<file path="config.mk">
export PLATFORM = sky130hd
export DESIGN_NAME = hotkey_combo_detector
export DESIGN_NICKNAME = d
export VERILOG_FILES = /design/src/rtl/hcd_pkg.sv /design/src/rtl/hotkey_combo_detector.sv /design/src/rtl/hcd_store.sv /design/src/rtl/hcd_ctrl.sv
export SDC_FILE = /design/constraint.sdc
export NUM_CORES = 1
export LEC_CHECK = 0
export ABC_CLOCK_PERIOD_IN_PS = 3300
export BUFFER_PORTS_ARGS = -buffer_cell sky130_fd_sc_hd__clkbuf_2
export CAP_MARGIN = 40
export CORE_MARGIN = 4
export CORE_UTILIZATION = 35
export DETAILED_ROUTE_END_ITERATION = 6
export GPL_TIMING_DRIVEN = 0
export PLACE_DENSITY = 0.53
export RECOVER_POWER = 50
export SLEW_MARGIN = 20
export SYNTH_ARGS = -nofsm -noshare
export SYNTH_HDL_FRONTEND = slang
export SYNTH_SLANG_ARGS = --single-unit
</file>
<file path="constraint.sdc">
create_clock -name clock -period 3.3 [get_ports clock]
set_input_delay 0.165 -clock clock [delete_from_list [all_inputs] [get_ports clock]]
set_output_delay 0.165 -clock clock [all_outputs]
set_load 0.02 [all_outputs]
</file>
<file path="src/rtl/hcd_pkg.sv">
`default_nettype none

package hcd_pkg;

   // held-set depth and derived widths
   localparam int MAX_KEYS  = 4;
   localparam int IDX_W     = (MAX_KEYS > 1) ? $clog2(MAX_KEYS) : 1;
   localparam int CNT_W     = $clog2(MAX_KEYS + 1);

   // fixed field widths
   localparam int KEY_W      = 9;
   localparam int SIZE_W     = 3;
   localparam int CNT_OUT_W  = 3;
   localparam int TGT_SLOTS  = 4;
   localparam int TGT_IDX_W  = 2;
   localparam int TGT_CNT_W  = 3;
   localparam int CMP_W      = (CNT_W > SIZE_W) ? CNT_W : SIZE_W;
   localparam int CSR_IDX_W  = 3;
   localparam int CSR_DATA_W = 9;

   localparam logic [TGT_CNT_W-1:0] TGT_SLOTS_C  = TGT_CNT_W'(TGT_SLOTS);
   localparam logic [SIZE_W-1:0]    SIZE_RST     = 3'd1;
   localparam logic [KEY_W-1:0]     KEY_A_RST    = 9'h11D;
   localparam logic [KEY_W-1:0]     KEY_OTHER_RST = 9'h000;

   typedef logic [KEY_W-1:0] key_type;

   typedef enum logic [CSR_IDX_W-1:0] {
      REG_COMBO_SIZE  = 3'd0,
      REG_COMBO_KEY_A = 3'd1,
      REG_COMBO_KEY_B = 3'd2,
      REG_COMBO_KEY_C = 3'd3,
      REG_COMBO_KEY_D = 3'd4,
      REG_PAUSED      = 3'd5
   } csr_reg_type;

   typedef enum logic [1:0] {
      CMD_OTHER = 2'd0,
      CMD_DOWN  = 2'd1,
      CMD_UP    = 2'd2
   } cmd_type;

   typedef struct packed {
      logic [1:0] cmd;
      logic [7:0] scan_code;
      logic       extended;
   } req_type;

   typedef struct packed {
      logic                 press_pulse;
      logic                 release_pulse;
      logic                 combo_held;
      logic [CNT_OUT_W-1:0] held_count;
   } rsp_type;

   typedef struct packed {
      logic [SIZE_W-1:0]           combo_size;
      key_type [TGT_SLOTS-1:0]     combo_keys;
      logic                        paused;
   } cfg_type;

   // command from the sequencer to the held-key store
   typedef struct packed {
      logic             wr_en;
      logic [IDX_W-1:0] wr_idx;
      key_type          wr_data;
      logic             inc;
      logic             dec;
      logic             clr;
   } store_cmd_type;

   typedef enum logic [2:0] {
      ST_IDLE,
      ST_DN_SCAN,
      ST_DN_MATCH,
      ST_UP_TGT,
      ST_UP_FIND,
      ST_UP_SHIFT,
      ST_DONE
   } state_type;

endpackage

`default_nettype wire

</file>
<file path="src/rtl/hotkey_combo_detector.sv">
`default_nettype none

// Channel   Ports                               Direction  Word
// --------  ----------------------------------  ---------  ---------------------------
// request   req_valid, req_ready, req_word      in         cmd, scan_code, extended
// response  rsp_valid, rsp_ready, rsp_word      out        press/release, held, count
// csr       csr_wr_en, csr_index, csr_wdata     in         6 registers, write only
//
// One word at a time through a shared 9-bit key comparator; req_ready is high only
// while the sequencer is idle. A key down scans the held set for the key, then looks
// up each of the S target keys (S <= 4) in it; a key up checks the targets, finds the
// key in the set and shifts the later entries down. Other and paused words skip both.
// A finished word waits in the response register; the next request is taken
// meanwhile, and its result waits in the sequencer until the register frees.
// Reset is synchronous and restores the configuration defaults and an empty set.
module hotkey_combo_detector (
   input  wire logic                             clock,
   input  wire logic                             reset,
   input  wire logic                             req_valid,
   output logic                                  req_ready,
   input  wire hcd_pkg::req_type                 req_word,
   output logic                                  rsp_valid,
   input  wire logic                             rsp_ready,
   output hcd_pkg::rsp_type                      rsp_word,
   input  wire logic                             csr_wr_en,
   input  wire logic [hcd_pkg::CSR_IDX_W-1:0]    csr_index,
   input  wire logic [hcd_pkg::CSR_DATA_W-1:0]   csr_wdata
);

   hcd_pkg::cfg_type                  cfg_ff, cfg_in;
   logic                              cfg_clr;

   logic                              rsp_valid_ff, rsp_valid_in;
   hcd_pkg::rsp_type                  rsp_word_ff, rsp_word_in;

   logic                              req_fire;
   logic                              out_free;
   logic                              res_load;
   hcd_pkg::rsp_type                  res_word;
   hcd_pkg::store_cmd_type            store_cmd;
   logic [hcd_pkg::IDX_W-1:0]         rd_idx;
   hcd_pkg::key_type                  rd_data;
   logic [hcd_pkg::CNT_W-1:0]         total;

   assign req_fire = req_valid && req_ready;
   assign out_free = !rsp_valid_ff || rsp_ready;

   // CSR decode; combination writes also empty the held set
   always_comb begin
      cfg_in  = cfg_ff;
      cfg_clr = 1'b0;
      if (csr_wr_en) begin
         unique case (csr_index)
            hcd_pkg::REG_COMBO_SIZE: begin
               cfg_in.combo_size = csr_wdata[hcd_pkg::SIZE_W-1:0];
               cfg_clr           = 1'b1;
            end
            hcd_pkg::REG_COMBO_KEY_A: begin
               cfg_in.combo_keys[0] = csr_wdata[hcd_pkg::KEY_W-1:0];
               cfg_clr              = 1'b1;
            end
            hcd_pkg::REG_COMBO_KEY_B: begin
               cfg_in.combo_keys[1] = csr_wdata[hcd_pkg::KEY_W-1:0];
               cfg_clr              = 1'b1;
            end
            hcd_pkg::REG_COMBO_KEY_C: begin
               cfg_in.combo_keys[2] = csr_wdata[hcd_pkg::KEY_W-1:0];
               cfg_clr              = 1'b1;
            end
            hcd_pkg::REG_COMBO_KEY_D: begin
               cfg_in.combo_keys[3] = csr_wdata[hcd_pkg::KEY_W-1:0];
               cfg_clr              = 1'b1;
            end
            hcd_pkg::REG_PAUSED: begin
               cfg_in.paused = csr_wdata[0];
            end
            default: begin
               cfg_clr = 1'b0;   // unknown index: ignored
            end
         endcase
      end
   end

   always_ff @(posedge clock) begin
      if (reset) begin
         cfg_ff.combo_size    <= hcd_pkg::SIZE_RST;
         cfg_ff.combo_keys[0] <= hcd_pkg::KEY_A_RST;
         cfg_ff.combo_keys[1] <= hcd_pkg::KEY_OTHER_RST;
         cfg_ff.combo_keys[2] <= hcd_pkg::KEY_OTHER_RST;
         cfg_ff.combo_keys[3] <= hcd_pkg::KEY_OTHER_RST;
         cfg_ff.paused        <= 1'b0;
      end else begin
         cfg_ff <= cfg_in;
      end
   end

   // response register
   always_comb begin
      rsp_valid_in = rsp_valid_ff;
      rsp_word_in  = rsp_word_ff;
      if (res_load) begin
         rsp_valid_in = 1'b1;
         rsp_word_in  = res_word;
      end else if (rsp_ready) begin
         rsp_valid_in = 1'b0;
      end
   end

   always_ff @(posedge clock) begin
      if (reset) begin
         rsp_valid_ff <= 1'b0;
      end else begin
         rsp_valid_ff <= rsp_valid_in;
      end
   end

   always_ff @(posedge clock) begin
      rsp_word_ff <= rsp_word_in;
   end

   assign rsp_valid = rsp_valid_ff;
   assign rsp_word  = rsp_word_ff;

   hcd_ctrl u_ctrl (
      .clock     (clock),
      .reset     (reset),
      .cfg       (cfg_ff),
      .clr       (cfg_clr),
      .req_fire  (req_fire),
      .req_word  (req_word),
      .req_ready (req_ready),
      .out_free  (out_free),
      .res_load  (res_load),
      .res_word  (res_word),
      .store_cmd (store_cmd),
      .rd_idx    (rd_idx),
      .rd_data   (rd_data),
      .total     (total)
   );

   hcd_store u_store (
      .clock   (clock),
      .reset   (reset),
      .cmd     (store_cmd),
      .rd_idx  (rd_idx),
      .rd_data (rd_data),
      .total   (total)
   );

endmodule

`default_nettype wire

</file>
<file path="src/rtl/hcd_store.sv">
`default_nettype none

// held-key set: entry registers, one read port, one write port, fill count
module hcd_store (
   input  wire logic                     clock,
   input  wire logic                     reset,
   input  wire hcd_pkg::store_cmd_type   cmd,
   input  wire logic [hcd_pkg::IDX_W-1:0] rd_idx,
   output hcd_pkg::key_type              rd_data,
   output logic [hcd_pkg::CNT_W-1:0]     total
);

   hcd_pkg::key_type                 held_ff [hcd_pkg::MAX_KEYS];
   logic [hcd_pkg::CNT_W-1:0]        total_ff;
   logic [hcd_pkg::CNT_W-1:0]        total_in;

   always_comb begin
      priority if (cmd.clr) begin
         total_in = '0;
      end else if (cmd.inc) begin
         total_in = total_ff + hcd_pkg::CNT_W'(1);
      end else if (cmd.dec) begin
         total_in = total_ff - hcd_pkg::CNT_W'(1);
      end else begin
         total_in = total_ff;
      end
   end

   always_ff @(posedge clock) begin
      if (reset) begin
         total_ff <= '0;
      end else begin
         total_ff <= total_in;
      end
   end

   // entries are undefined until written; only the filled part is read
   always_ff @(posedge clock) begin
      if (cmd.wr_en) begin
         held_ff[cmd.wr_idx] <= cmd.wr_data;
      end
   end

   assign rd_data = held_ff[rd_idx];
   assign total   = total_ff;

endmodule

`default_nettype wire

</file>
<file path="src/rtl/hcd_ctrl.sv">
`default_nettype none

// sequencer around one shared 9-bit key comparator
module hcd_ctrl (
   input  wire logic                      clock,
   input  wire logic                      reset,
   input  wire hcd_pkg::cfg_type          cfg,
   input  wire logic                      clr,
   input  wire logic                      req_fire,
   input  wire hcd_pkg::req_type          req_word,
   output logic                           req_ready,
   input  wire logic                      out_free,
   output logic                           res_load,
   output hcd_pkg::rsp_type               res_word,
   output hcd_pkg::store_cmd_type         store_cmd,
   output logic [hcd_pkg::IDX_W-1:0]      rd_idx,
   input  wire hcd_pkg::key_type          rd_data,
   input  wire logic [hcd_pkg::CNT_W-1:0] total
);

   hcd_pkg::state_type              state_ff, state_in;
   hcd_pkg::key_type                key_ff, key_in;
   logic [hcd_pkg::CNT_W-1:0]       i_ff, i_in;
   logic [hcd_pkg::TGT_CNT_W-1:0]   t_ff, t_in;
   logic                            press_ff, press_in;
   logic                            release_ff, release_in;
   logic                            active_ff, active_in;

   logic [hcd_pkg::TGT_CNT_W-1:0]   tgt_len;
   hcd_pkg::key_type                tgt_sel;
   hcd_pkg::key_type                op_a, op_b;
   logic                            eq;
   logic [hcd_pkg::CNT_W-1:0]       i_nxt;
   logic                            i_end;
   logic                            t_end;
   logic                            size_ok;

   // combo_size above the slot count counts as all slots
   assign tgt_len = (cfg.combo_size > hcd_pkg::TGT_SLOTS_C) ?
                    hcd_pkg::TGT_SLOTS_C : cfg.combo_size;
   assign tgt_sel = cfg.combo_keys[t_ff[hcd_pkg::TGT_IDX_W-1:0]];
   assign i_nxt   = i_ff + hcd_pkg::CNT_W'(1);
   assign i_end   = (i_ff == total);
   assign t_end   = (t_ff == tgt_len);
   assign size_ok = (hcd_pkg::CMP_W'(total) == hcd_pkg::CMP_W'(cfg.combo_size));

   // the shared compare unit
   assign op_a = (state_ff == hcd_pkg::ST_UP_TGT)   ? tgt_sel : rd_data;
   assign op_b = (state_ff == hcd_pkg::ST_DN_MATCH) ? tgt_sel : key_ff;
   assign eq   = (op_a == op_b);

   // next state
   always_comb begin
      state_in = state_ff;
      unique case (state_ff)
         hcd_pkg::ST_IDLE: begin
            if (req_fire) begin
               if (cfg.paused) begin
                  state_in = hcd_pkg::ST_DONE;
               end else if (req_word.cmd == hcd_pkg::CMD_DOWN) begin
                  state_in = hcd_pkg::ST_DN_SCAN;
               end else if (req_word.cmd == hcd_pkg::CMD_UP) begin
                  state_in = hcd_pkg::ST_UP_TGT;
               end else begin
                  state_in = hcd_pkg::ST_DONE;
               end
            end
         end
         hcd_pkg::ST_DN_SCAN: begin
            if (i_end || eq) begin
               state_in = hcd_pkg::ST_DN_MATCH;
            end
         end
         hcd_pkg::ST_DN_MATCH: begin
            if (!size_ok || t_end || i_end) begin
               state_in = hcd_pkg::ST_DONE;
            end
         end
         hcd_pkg::ST_UP_TGT: begin
            if (!active_ff || t_end || eq) begin
               state_in = hcd_pkg::ST_UP_FIND;
            end
         end
         hcd_pkg::ST_UP_FIND: begin
            priority if (i_end) begin
               state_in = hcd_pkg::ST_DONE;
            end else if (eq) begin
               state_in = hcd_pkg::ST_UP_SHIFT;
            end
         end
         hcd_pkg::ST_UP_SHIFT: begin
            if (!(i_nxt < total)) begin
               state_in = hcd_pkg::ST_DONE;
            end
         end
         hcd_pkg::ST_DONE: begin
            if (out_free) begin
               state_in = hcd_pkg::ST_IDLE;
            end
         end
         default: state_in = hcd_pkg::ST_IDLE;
      endcase
   end

   // outputs and datapath
   always_comb begin
      key_in     = key_ff;
      i_in       = i_ff;
      t_in       = t_ff;
      press_in   = press_ff;
      release_in = release_ff;
      active_in  = active_ff;
      store_cmd  = '0;
      rd_idx     = i_ff[hcd_pkg::IDX_W-1:0];
      req_ready  = 1'b0;
      res_load   = 1'b0;
      unique case (state_ff)
         hcd_pkg::ST_IDLE: begin
            req_ready = 1'b1;
            if (req_fire) begin
               key_in     = {req_word.extended, req_word.scan_code};
               i_in       = '0;
               t_in       = '0;
               press_in   = 1'b0;
               release_in = 1'b0;
            end
         end
         hcd_pkg::ST_DN_SCAN: begin
            priority if (i_end) begin
               // not held: append when there is room
               if (total < hcd_pkg::CNT_W'(hcd_pkg::MAX_KEYS)) begin
                  store_cmd.wr_en   = 1'b1;
                  store_cmd.wr_idx  = total[hcd_pkg::IDX_W-1:0];
                  store_cmd.wr_data = key_ff;
                  store_cmd.inc     = 1'b1;
               end
               i_in = '0;
            end else if (eq) begin
               i_in = '0;
            end else begin
               i_in = i_nxt;
            end
         end
         hcd_pkg::ST_DN_MATCH: begin
            // every target key must be found in the held set
            if (size_ok) begin
               priority if (t_end) begin
                  if (!active_ff) begin
                     active_in = 1'b1;
                     press_in  = 1'b1;
                  end
               end else if (i_end) begin
                  i_in = i_ff;
               end else if (eq) begin
                  t_in = t_ff + hcd_pkg::TGT_CNT_W'(1);
                  i_in = '0;
               end else begin
                  i_in = i_nxt;
               end
            end
         end
         hcd_pkg::ST_UP_TGT: begin
            if (active_ff && !t_end) begin
               if (eq) begin
                  active_in  = 1'b0;
                  release_in = 1'b1;
               end else begin
                  t_in = t_ff + hcd_pkg::TGT_CNT_W'(1);
               end
            end
         end
         hcd_pkg::ST_UP_FIND: begin
            if (!i_end && !eq) begin
               i_in = i_nxt;
            end
         end
         hcd_pkg::ST_UP_SHIFT: begin
            // close the gap one entry a cycle
            rd_idx = i_nxt[hcd_pkg::IDX_W-1:0];
            if (i_nxt < total) begin
               store_cmd.wr_en   = 1'b1;
               store_cmd.wr_idx  = i_ff[hcd_pkg::IDX_W-1:0];
               store_cmd.wr_data = rd_data;
               i_in              = i_nxt;
            end else begin
               store_cmd.dec = 1'b1;
            end
         end
         hcd_pkg::ST_DONE: begin
            res_load = out_free;
         end
         default: begin
            res_load = 1'b0;
         end
      endcase
      store_cmd.clr = clr;
      if (clr) begin
         active_in = 1'b0;
      end
   end

   always_ff @(posedge clock) begin
      if (reset) begin
         state_ff  <= hcd_pkg::ST_IDLE;
         active_ff <= 1'b0;
      end else begin
         state_ff  <= state_in;
         active_ff <= active_in;
      end
   end

   always_ff @(posedge clock) begin
      key_ff     <= key_in;
      i_ff       <= i_in;
      t_ff       <= t_in;
      press_ff   <= press_in;
      release_ff <= release_in;
   end

   assign res_word.press_pulse   = press_ff;
   assign res_word.release_pulse = release_ff;
   assign res_word.combo_held    = active_ff;
   assign res_word.held_count    = hcd_pkg::CNT_OUT_W'(total);

   a_pulse_excl: assert property (@(posedge clock) disable iff (reset)
      res_load |-> !(press_ff && release_ff))
      else $error("press and release pulse in one word");

   a_clr_drops_active: assert property (@(posedge clock) disable iff (reset)
      clr |=> !active_ff)
      else $error("combo still active after combination write");

   a_fire_leaves_idle: assert property (@(posedge clock) disable iff (reset)
      req_fire |=> (state_ff != hcd_pkg::ST_IDLE))
      else $error("sequencer stayed idle after accepting a word");

   a_release_inactive: assert property (@(posedge clock) disable iff (reset)
      (res_load && release_ff) |-> !active_ff)
      else $error("release pulse with combo still active");

endmodule

`default_nettype wire

</file>
==> results of run 1 <==
## cell usage after synthesis (5+ instances only)
master	number
mux4_2	15
nand3b_1	5
clkbuf_1	17
dfxtp_1	48
nor2b_1	9
edfxtp_1	59
mux2i_1	39
nand3_1	7
o21ai_0	18
xor2_1	18
nor2_1	20
nor3_1	10
o22ai_1	5
inv_1	11
ha_1	6
xnor2_1	16
nand2_1	96
a21oi_1	46
nand2b_1	5
## metal layers
layer,part of all wire (%),wire [um],GRT usage (%)
met2,49,7000,27.0
met1,46,6470,20.7
met3,3.4,486,3.64
met5,0,0,0
met4,1.6,225,5.26
## power by group through the flow
stage	Clock, mW	Combinational [mW]	Sequential [mW]
finish	1.09	2.38	1.68
global route	1.18	2.58	1.69
CTS	1.12	2.09	1.68
detailed placement	0	1.90	1.71
global placement	0	1.87	1.71
floorplan	0	1.45	1.69
## worst reg2reg max path, stage by stage (launching register included)
cell	delay [ns]
edfxtp_1	0.44
ha_4	0.28
buf_12	0.14
buf_12	0.13
buf_4	0.13
mux2i_1	0.10
mux4_2	0.54
a21oi_2	0.18
xnor2_1	0.15
a31oi_2	0.14
nor4_4	0.27
buf_6	0.17
nand2_2	0.05
o211ai_1	0.20
## final cells by class
class / count / area (um^2)
Buffer: 28 / 184
Sequential cell: 107 / 2730
Tap cell: 211 / 264
Clock buffer: 9 / 225
Fill cell: 1466 / 8660
Inverter: 11 / 41.3
Clock inverter: 7 / 73.8
Multi-Input combinational cell: 370 / 2760
Timing Repair Buffer: 62 / 432
## logic make-up after synthesis
group,after synthesis,share of synthesized area [%]
AOI/OAI and AO/OA,94,9.96
xor gates and xnor gates,34,5.38
adders and majority gates,7,1.72
buffers and inverters,39,3.57
DFF,107,49.3
muxes,59,15.0
and+or+nand+nor,176,15.0
## registers in the layout, indices dropped and copies added (netlist names)
register           cells
u_ctrl.press_ff        1
rsp_word               6
u_store.held_ff       36
u_ctrl.state_ff        3
u_store.total          3
cfg_ff                40
u_ctrl.t_ff            3
u_ctrl.i_ff            3
rsp_valid              1
u_ctrl.key_ff          9
u_ctrl.release_ff      1
u_ctrl.active_ff       1
## worst paths after layout
check | start | end | depth (start not counted)
setup reg to reg | u_ctrl.i_ff[1] | u_ctrl.t_ff[2] | 13
setup / recovery | u_ctrl.i_ff[1] | u_ctrl.t_ff[2] | 13
hold / removal | csr_wdata[3] | cfg_ff[13] | 3
hold reg to reg | u_ctrl.release_ff | rsp_word[4] | 0
## repair_timing
action,4_1_cts,5_1_grt
gates resized for setup,20,20
gates cloned,0,1
endpoints found under the hold margin,9,0
pin swaps,2,8
setup buffers,4,11
setup endpoints to repair,37,37
hold buffers,9,0
==> flow_summary.json, run 1 <==
{
  "status": "finished clean",
  "async_reset_ff_share_pct": 0,
  "dpl.cell_count": 764,
  "dp_hpwl_mm": 10.2,
  "grt_max_degree": 22,
  "synthFlopType": "edfxtp_1",
  "cp.arrival_ns": 3.28,
  "ant_nets": 0,
  "fin_crit_sh_pct": 98.8,
  "setup_tns_ns": 0,
  "vias_per_cell": 5.15,
  "core_um2": 15400,
  "cts_buffer_depth": 2,
  "final_core_util_pct": 43.7,
  "cts_made_buffers": 9,
  "clock-root-buffer": "clkbuf_16",
  "min_period_ns": 3.26,
  "cts_tree": "done",
  "relSlewSlack_pct": 46.4,
  "slowest_stage": "mux4_2",
  "slew_violations": 0,
  "grt_pass1_wl_mm": 22.4,
  "final_cells": 805,
  "ys_seq_area_share_pct": 49.3,
  "clk_latency_ns": 0.36,
  "fmax_mhz": 307,
  "antenna_found_initial": 0,
  "dp_slack_ns": -0.655,
  "rsz0062_at_grt": "true",
  "gr-total-overflow": 0,
  "synth_seq_cells": 107,
  "startpoint_type": "flip-flop",
  "synthesis.area_um2": 5540,
  "hp-class": "primary input to flip-flop",
  "synth.distinct_cells": 60,
  "peakVddDrop_v": 0.000295,
  "crit_path_end_kind": "flip-flop",
  "worst-setup-path-type": "flip-flop to flip-flop",
  "htreeDepth": 3,
  "drc_errors": 0,
  "finalHoldViolCount": 0,
  "switching_power_mw": 1.91,
  "power.leakage_nw": 2.40,
  "combPwrFrac_pct": 46.2,
  "p_total_mw": 5.15,
  "diodes": 0,
  "syn_area_per_cell_um2": 10.7,
  "nets": 624,
  "fin_ws_ns": 0.0400,
  "setup_viol": 0,
  "p_int_mw": 3.24,
  "whs_ns": 0.0591,
  "finalClockSkew_ns": 0.0113,
  "dieWidth_um": 134,
  "gp_congestion": 0.882,
  "cp.required_ns": 3.32,
  "regToRegSetupSlack_ns": 0.04,
  "critical_path.max_fanout": 8,
  "p_per_area_nw_per_um2": 767,
  "chipHeight_um": 134,
  "final_cell_mix": "nand2_1 (95), edfxtp_1 (59), dfxtp_1 (48), a21oi_1 (44), mux2i_1 (39)",
  "io_buffers": 34,
  "place_area_um2": 6000,
  "max_slew.worst_pin.slew_ns": 0.801,
  "clkTransAtPathRegs_ns": 0.08,
  "grt_usage_pct": 16.1,
  "num_vias": 4147,
  "swShare_pct": 37.1,
  "pin_count": 36,
  "drt_iter0_drc": 244,
  "routed_wl_mm": 14.2,
  "cts_sinks": 107,
  "grt_pass1_vias": 4138,
  "crit_chain": "ha_4, buf_12, buf_12, buf_4, mux2i_1, mux4_2, a21oi_2, xnor2_1, a31oi_2, nor4_4, buf_6, nand2_2, o211ai_1",
  "worst-path-buf-inv": 4,
  "crit_family": "multiplexers",
  "synth_edf_count": 59,
  "drive_gt1_share_pct": 19.4,
  "synthCells": 516,
  "power_frac_seq_pct": 32.6,
  "synth_top_area_share_pct": 32.0,
  "drtPass1Iterations": 4,
  "clkPwrFrac_pct": 21.2,
  "slowest_delay_ns": 0.54,
  "fp-row-count": 45,
  "die_area_um2": 17900,
  "layout_commonest_cell": "nand2_1",
  "synth_area_leaders": "edfxtp_1 (32%), dfxtp_1 (17%), mux2i_1 (7.0%)",
  "final_cell_area_um2": 6710,
  "cap_violations": 0,
  "synth_largest_area_cell": "edfxtp_1",
  "start_util_pct": 36.0,
  "area_growth_pct": 21.2,
  "cpMostUsedCell": "buf_12",
  "syn-num-nets": 551,
  "wl_per_cell_um": 17.6,
  "ys_warn_count": 0
}
(Power assumes the default switching activity.)
==> inputs of run 2 (changes only) <==
--- a/config.mk
+++ b/config.mk
@@ -5,6 +5,7 @@
 export SDC_FILE = /design/constraint.sdc
 export NUM_CORES = 1
 export LEC_CHECK = 0
+export ABC_AREA = 1
 export ABC_CLOCK_PERIOD_IN_PS = 3300
 export BUFFER_PORTS_ARGS = -buffer_cell sky130_fd_sc_hd__clkbuf_2
 export CAP_MARGIN = 40
==> run 2 against run 1 <==
Effect of this change:
- routed wire length rose by 7.0%
- non-clock buffer count fell by 13
- largest power group unchanged
- area after synthesis rose by 0.86%
- largest cell class is now registers
- die area rose by 0.81%
- highest routed layer unchanged
- first-iteration DRC count rose by 80%
- clock power fell by 11%
==> flow_summary.json, run 2 <==
{
  "cap_violations": 0,
  "combPwrFrac_pct": 46.2,
  "async_reset_ff_share_pct": 0,
  "routed_wl_mm": 15.2,
  "grt_max_degree": 17,
  "area_growth_pct": 16.1,
  "nets": 802,
  "synthFlopType": "edfxtp_1",
  "largest_register_ffs": 40,
  "cp.arrival_ns": 3.23,
  "ant_nets": 0,
  "slew_violations": 0,
  "clkTransAtPathRegs_ns": 0.07,
  "dieWidth_um": 134,
  "diodes": 0,
  "clock-root-buffer": "clkbuf_16",
  "die_area_um2": 18000,
  "num_vias": 4911,
  "wl_per_cell_um": 15.4,
  "synth_largest_area_cell": "edfxtp_1",
  "grt_pass1_wl_mm": 24.1,
  "fin_crit_sh_pct": 95.0,
  "pin_count": 36,
  "synth_top_area_share_pct": 31.7,
  "io_buffers": 35,
  "hp-class": "primary input to flip-flop",
  "r2r_start": "u_ctrl.i_ff[0]",
  "min_period_ns": 3.14,
  "whs_endpoint": "u_ctrl.key_ff[5]",
  "dp_hpwl_mm": 11.4,
  "setup_tns_ns": 0,
  "finalClockSkew_ns": 0.0132,
  "setup_viol": 0,
  "swShare_pct": 42.6,
  "whs_path_depth": 1,
  "ys_seq_area_share_pct": 48.9,
  "whs_ns": 0.0720,
  "worst-setup-path-type": "flip-flop to flip-flop",
  "drc_errors": 0,
  "synthesis.area_um2": 5590,
  "power.leakage_nw": 2.73,
  "synth_area_leaders": "edfxtp_1 (32%), dfxtp_1 (17%), nand2_1 (9.5%)",
  "final_cell_mix": "nand2_1 (141), nand3_1 (96), inv_1 (94), nor2_1 (62), edfxtp_1 (59)",
  "p_int_mw": 2.89,
  "max_slew.worst_pin.slew_ns": 0.623,
  "drt_iter0_drc": 439,
  "min_from": "req_word[6]",
  "gr-total-overflow": 0,
  "reg2reg_depth": 16,
  "finalHoldViolCount": 0,
  "regToRegSetupSlack_ns": 0.16,
  "vias_per_cell": 5.00,
  "switching_power_mw": 2.14,
  "core_um2": 15400,
  "relSlewSlack_pct": 57.9,
  "p_per_area_nw_per_um2": 775,
  "synthCells": 704,
  "clkPwrFrac_pct": 19.3,
  "start_util_pct": 36.2,
  "critical_path.max_fanout": 10,
  "cts_buffer_depth": 2,
  "cts_made_buffers": 9,
  "gp_congestion": 0.885,
  "synth_seq_cells": 107,
  "fmax_mhz": 319,
  "power_frac_seq_pct": 34.4,
  "status": "finished clean",
  "rsz0062_at_grt": "false",
  "syn_area_per_cell_um2": 7.93,
  "htreeDepth": 3,
  "top_regs": "cfg_ff (40), u_store.held_ff (36), u_ctrl.key_ff (9)",
  "synth.distinct_cells": 37,
  "syn-num-nets": 739,
  "antenna_found_initial": 0,
  "drtPass1Iterations": 5,
  "layout_commonest_cell": "nand2_1",
  "ys_warn_count": 0,
  "synth_most_common_cell": "nand2_1",
  "grt_pass1_vias": 4644,
  "synth_common_cells": "nand2_1 (141), nand3_1 (96), inv_1 (95)",
  "largest_register": "cfg_ff",
  "r2r-end": "u_ctrl.i_ff[2]",
  "synth_edf_count": 59,
  "chipHeight_um": 134,
  "clk_latency_ns": 0.35,
  "peakVddDrop_v": 0.000237,
  "grt_usage_pct": 17.0,
  "cp.required_ns": 3.39,
  "startpoint_type": "flip-flop",
  "cts_tree": "done",
  "drive_gt1_share_pct": 10.1,
  "cts_sinks": 107,
  "fp-row-count": 45,
  "crit_path_end_kind": "flip-flop"
}
## run 2: cell types whose count changed in the layout (fill, tap and decap cells not counted), moves of 9 or more
cell     previous run  this run
nor2_1             20        62
nand3_1             7        96
o21ai_0            16        58
mux4_2             17         0
nor2b_1             9         0
xor2_1             18         0
inv_1              11        94
nand2_1            95       141
mux2i_1            39         0
## run 2: critical path, stage by stage (launching register included)
cell and delay (ns):
edfxtp_1 0.42, buf_4 0.18, nand4_2 0.21, clkbuf_1 0.51, nand3_1 0.19, nand2_1 0.11, nand2_1 0.05, nand3_1 0.08
nand3_1 0.07, nand2_1 0.07, nand3_1 0.10, nor2_1 0.14, nand2_2 0.17, nand3_2 0.16, nand3_1 0.12, a21oi_2 0.23
nor2_1 0.07
## run 2: metrics by stage
stage                     worst slack (ns)  cells  total power, mW  util (%)  area, um^2
after global routing               0.00385    983             5.43      42.0        6490
after floorplan                     0.0754    704             3.35         -        5590
after CTS                           0.0654    981             4.99      41.8        6440
final                                0.164    983             5.03      42.0        6490
after detailed placement            -0.357    956             3.98      39.4        6070
after global placement               -1.35    950             3.93      39.1        6020
## run 2: what timing repair did
action | 4_1_cts | 5_1_grt
pin swaps | 0 | 0
gates cloned | 0 | 0
hold buffers | 9 | 0
setup buffers | 0 | 1
gates resized for setup | 6 | 14
setup endpoints to repair | 34 | 34
hold endpoints to repair | 9 | 0
## run 2: final cells by class
type                            instances  area, um^2
Multi-Input combinational cell        471        2420
Timing Repair Buffer                   52         303
Tap cell                              211         264
Inverter                              101         383
Clock inverter                          4        18.8
Sequential cell                       107        2730
Clock buffer                           12         236
Buffer                                 25         124
Fill cell                            1586        8940
## run 2: worst max path at each step
stage                   start                    end  slack [ns]
2_1_floorplan  u_ctrl.i_ff[0]  u_store.held_ff[0][0]        0.08
3_3_place_gp   u_ctrl.i_ff[0]  u_store.held_ff[0][3]       -1.35
3_5_place_dp   u_ctrl.i_ff[0]  u_store.held_ff[2][3]       -0.36
4_1_cts        u_ctrl.i_ff[0]  u_store.held_ff[0][2]        0.07
6_report       u_ctrl.i_ff[0]         u_ctrl.i_ff[2]        0.16
5_1_grt        u_ctrl.i_ff[1]         u_ctrl.i_ff[1]       0.004
## run 2: cell families after synthesis
logic type,share of synthesized area (%)
buffers and inverters,8.89
AOI/OAI and AO/OA,12.5
xor gates and xnor gates,0.941
adders and majority gates,1.70
and+or+nand+nor,27.1
DFF,48.9
## run 2: power by group through the flow
stage	Sequential [mW]	Combinational, mW	Clock (mW)
6_report	1.73	2.33	0.972
5_1_grt	1.75	2.64	1.04
4_1_cts	1.74	2.26	0.994
3_5_place_dp	1.77	2.21	0
3_3_place_gp	1.77	2.16	0
2_1_floorplan	1.74	1.62	0
## run 2: metal layers
metal  global-route usage, %  wire length [um]
met1                    22.9              6930
met2                    28.0              7200
met3                    2.33               712
met4                    6.45               320
met5                       0                 0
==> inputs of run 3 (changes only) <==
--- a/config.mk
+++ b/config.mk
@@ -12,7 +12,6 @@
 export CORE_MARGIN = 4
 export CORE_UTILIZATION = 35
 export DETAILED_ROUTE_END_ITERATION = 6
-export GPL_TIMING_DRIVEN = 0
 export PLACE_DENSITY = 0.53
 export RECOVER_POWER = 50
 export SLEW_MARGIN = 20
==> run 3 against run 2 <==
Effect of this change:
- clock skew shrank 0.0011 ns
- power shrank 2.2%
- clock power is essentially flat
- final cell count shrank 1.4%
- non-clock buffer count shrank 14
- first-iteration DRC count shrank 20%
- fmax grew 5.5%
- the flow now finishes with violations (max-capacitance violations, max-slew violations)
- critical endpoint is now u_ctrl.t_ff[2]
==> flow_summary.json, run 3 (synthesized netlist as in run 2, its figures left out) <==
{
  "setup_viol": 0,
  "dp_hpwl_mm": 10.5,
  "slowest_stage": "edfxtp_1",
  "r2r_start": "u_ctrl.i_ff[0]",
  "area_growth_pct": 14.1,
  "wl_per_cell_um": 14.7,
  "grt_pass1_wl_mm": 23.4,
  "cpMostUsedCell": "nand3_1",
  "fin_crit_sh_pct": 90.1,
  "startpoint_type": "flip-flop",
  "diodes": 0,
  "dp_slack_ns": 0.338,
  "hp-class": "primary input to flip-flop",
  "final_cells": 969,
  "switching_power_mw": 2.06,
  "crit_chain": "ha_1, inv_1, o21ai_2, buf_4, nand3_1, nand3_1, nand3b_1, nand2_1, nand2_1, nor2_1, nand2_2, o21ai_0, nand3_1, nor2_1",
  "clock-root-buffer": "clkbuf_16",
  "cts_buffer_depth": 2,
  "min_from": "req_word[0]",
  "grt_pass1_vias": 4620,
  "clkTransAtPathRegs_ns": 0.07,
  "slew_violations": 45,
  "clkPwrFrac_pct": 19.8,
  "power_frac_seq_pct": 35.6,
  "fin_ws_ns": 0.326,
  "crit_family": "simple AND/OR/NAND/NOR gates",
  "min_period_ns": 2.97,
  "gp_congestion": 0.809,
  "max_slew.worst_pin.slew_ns": 1.63,
  "cts_made_buffers": 9,
  "critPathLaunch": "u_ctrl.i_ff[0]",
  "clk_latency_ns": 0.36,
  "r2r-end": "u_ctrl.t_ff[2]",
  "dpl.cell_count": 944,
  "rsz0062_at_grt": "false",
  "dieWidth_um": 134,
  "htreeDepth": 3,
  "num_vias": 4770,
  "cap_violations": 1,
  "finalHoldViolCount": 0,
  "drt_iter0_drc": 351,
  "top_regs": "cfg_ff (40), u_store.held_ff (36), u_ctrl.key_ff (9)",
  "pin_count": 36,
  "regToRegSetupSlack_ns": 0.33,
  "vias_per_cell": 4.92,
  "largest_register_ffs": 40,
  "swShare_pct": 41.8,
  "critical_path.max_fanout": 15,
  "fp-row-count": 45,
  "violations": "max-capacitance violations, max-slew violations",
  "slowest_delay_ns": 0.49,
  "crit_path_end_kind": "flip-flop",
  "peakVddDrop_v": 0.000382,
  "drc_errors": 0,
  "whs_path_depth": 1,
  "p_int_mw": 2.86,
  "core_um2": 15400,
  "final_core_util_pct": 41.3,
  "drive_gt1_share_pct": 8.58,
  "relSlewSlack_pct": -8.88,
  "whs_endpoint": "u_ctrl.key_ff[8]",
  "final_cell_mix": "nand2_1 (141), nand3_1 (96), inv_1 (95), nor2_1 (65), edfxtp_1 (59)",
  "antenna_found_initial": 0,
  "cts_sinks": 107,
  "setup_tns_ns": 0,
  "nets": 788,
  "worst-path-buf-inv": 2,
  "p_per_area_nw_per_um2": 772,
  "power.leakage_nw": 2.71,
  "fmax_mhz": 336,
  "start_util_pct": 36.2,
  "gr-total-overflow": 0,
  "cts_tree": "done",
  "drtPass1Iterations": 5,
  "ant_nets": 0,
  "die_area_um2": 18000,
  "cp.required_ns": 3.32,
  "status": "finished with violations",
  "reg2reg_depth": 14,
  "finalClockSkew_ns": 0.0121,
  "cp.arrival_ns": 3.00,
  "grt_max_degree": 45,
  "cts_resized": 0,
  "num-fill-cells": 1651,
  "routed_wl_mm": 14.3,
  "grt_usage_pct": 16.4,
  "chipHeight_um": 134,
  "largest_register": "cfg_ff",
  "io_buffers": 35,
  "worst-setup-path-type": "flip-flop to flip-flop",
  "layout_commonest_cell": "nand2_1",
  "combPwrFrac_pct": 44.7
}
[run 3: cell count changes in the layout (fill, tap and decap cells not counted), sizes merged]
cell      before  now
clkbuf        63   51
inv           96   97
clkinvlp       2    0
buf           17   16
[run 3: layout make-up]
cell class | count | area (um^2) | share of cell area, %
Clock buffer | 13 | 240 | 3.77
Sequential cell | 107 | 2730 | 42.9
Clock inverter | 3 | 17.5 | 0.275
Timing Repair Buffer | 63 | 383 | 6.01
Inverter | 101 | 379 | 5.95
Tap cell | 211 | 264 | 4.14
Multi-Input combinational cell | 471 | 2360 | 37.0
[run 3: repair_timing]
item	in CTS	in global routing
hold endpoints to repair	8	1
hold buffers	8	1
buffers inserted	0	0
[run 3: power groups by stage]
stage	registers [mW]	logic, mW	clock network (mW)
after floorplan	1.74	1.62	0
after global placement	1.77	2.15	0
after detailed placement	1.77	2.19	0
after CTS	1.75	2.21	1.00
after global routing	1.77	2.52	1.05
final	1.75	2.20	0.972
[run 3: how the worst max path moves through the flow]
stage | endpoint | slack, ns | cells after the start
3_3_place_gp | u_ctrl.t_ff[1] | 0.38 | 14
5_1_grt | u_ctrl.t_ff[0] | 0.02 | 16
6_report | u_ctrl.t_ff[2] | 0.33 | 14
2_1_floorplan | u_store.held_ff[0][0] | 0.08 | 10
4_1_cts | u_ctrl.t_ff[2] | 0.32 | 14
3_5_place_dp | u_ctrl.t_ff[2] | 0.34 | 14
[run 3: routing by layer]
| layer | global-route usage [%] | share of wire, % |
|---|---|---|
| met1 | 21.1 | 45 |
| met2 | 27.6 | 48 |
| met3 | 2.70 | 5.1 |
| met4 | 6.39 | 1.8 |
| met5 | 0 | 0 |
[run 3: metrics by stage]
stage / hold WS [ns] / area, um^2 / total power [mW]
floorplan: 0.234 / 5590 / 3.35
detailed placement: 0.344 / 6050 / 3.97
global placement: 0.341 / 6050 / 3.92
CTS: 0.00195 / 6390 / 4.96
global route: 0.0279 / 6370 / 5.33
finish: 0.0419 / 6370 / 4.92
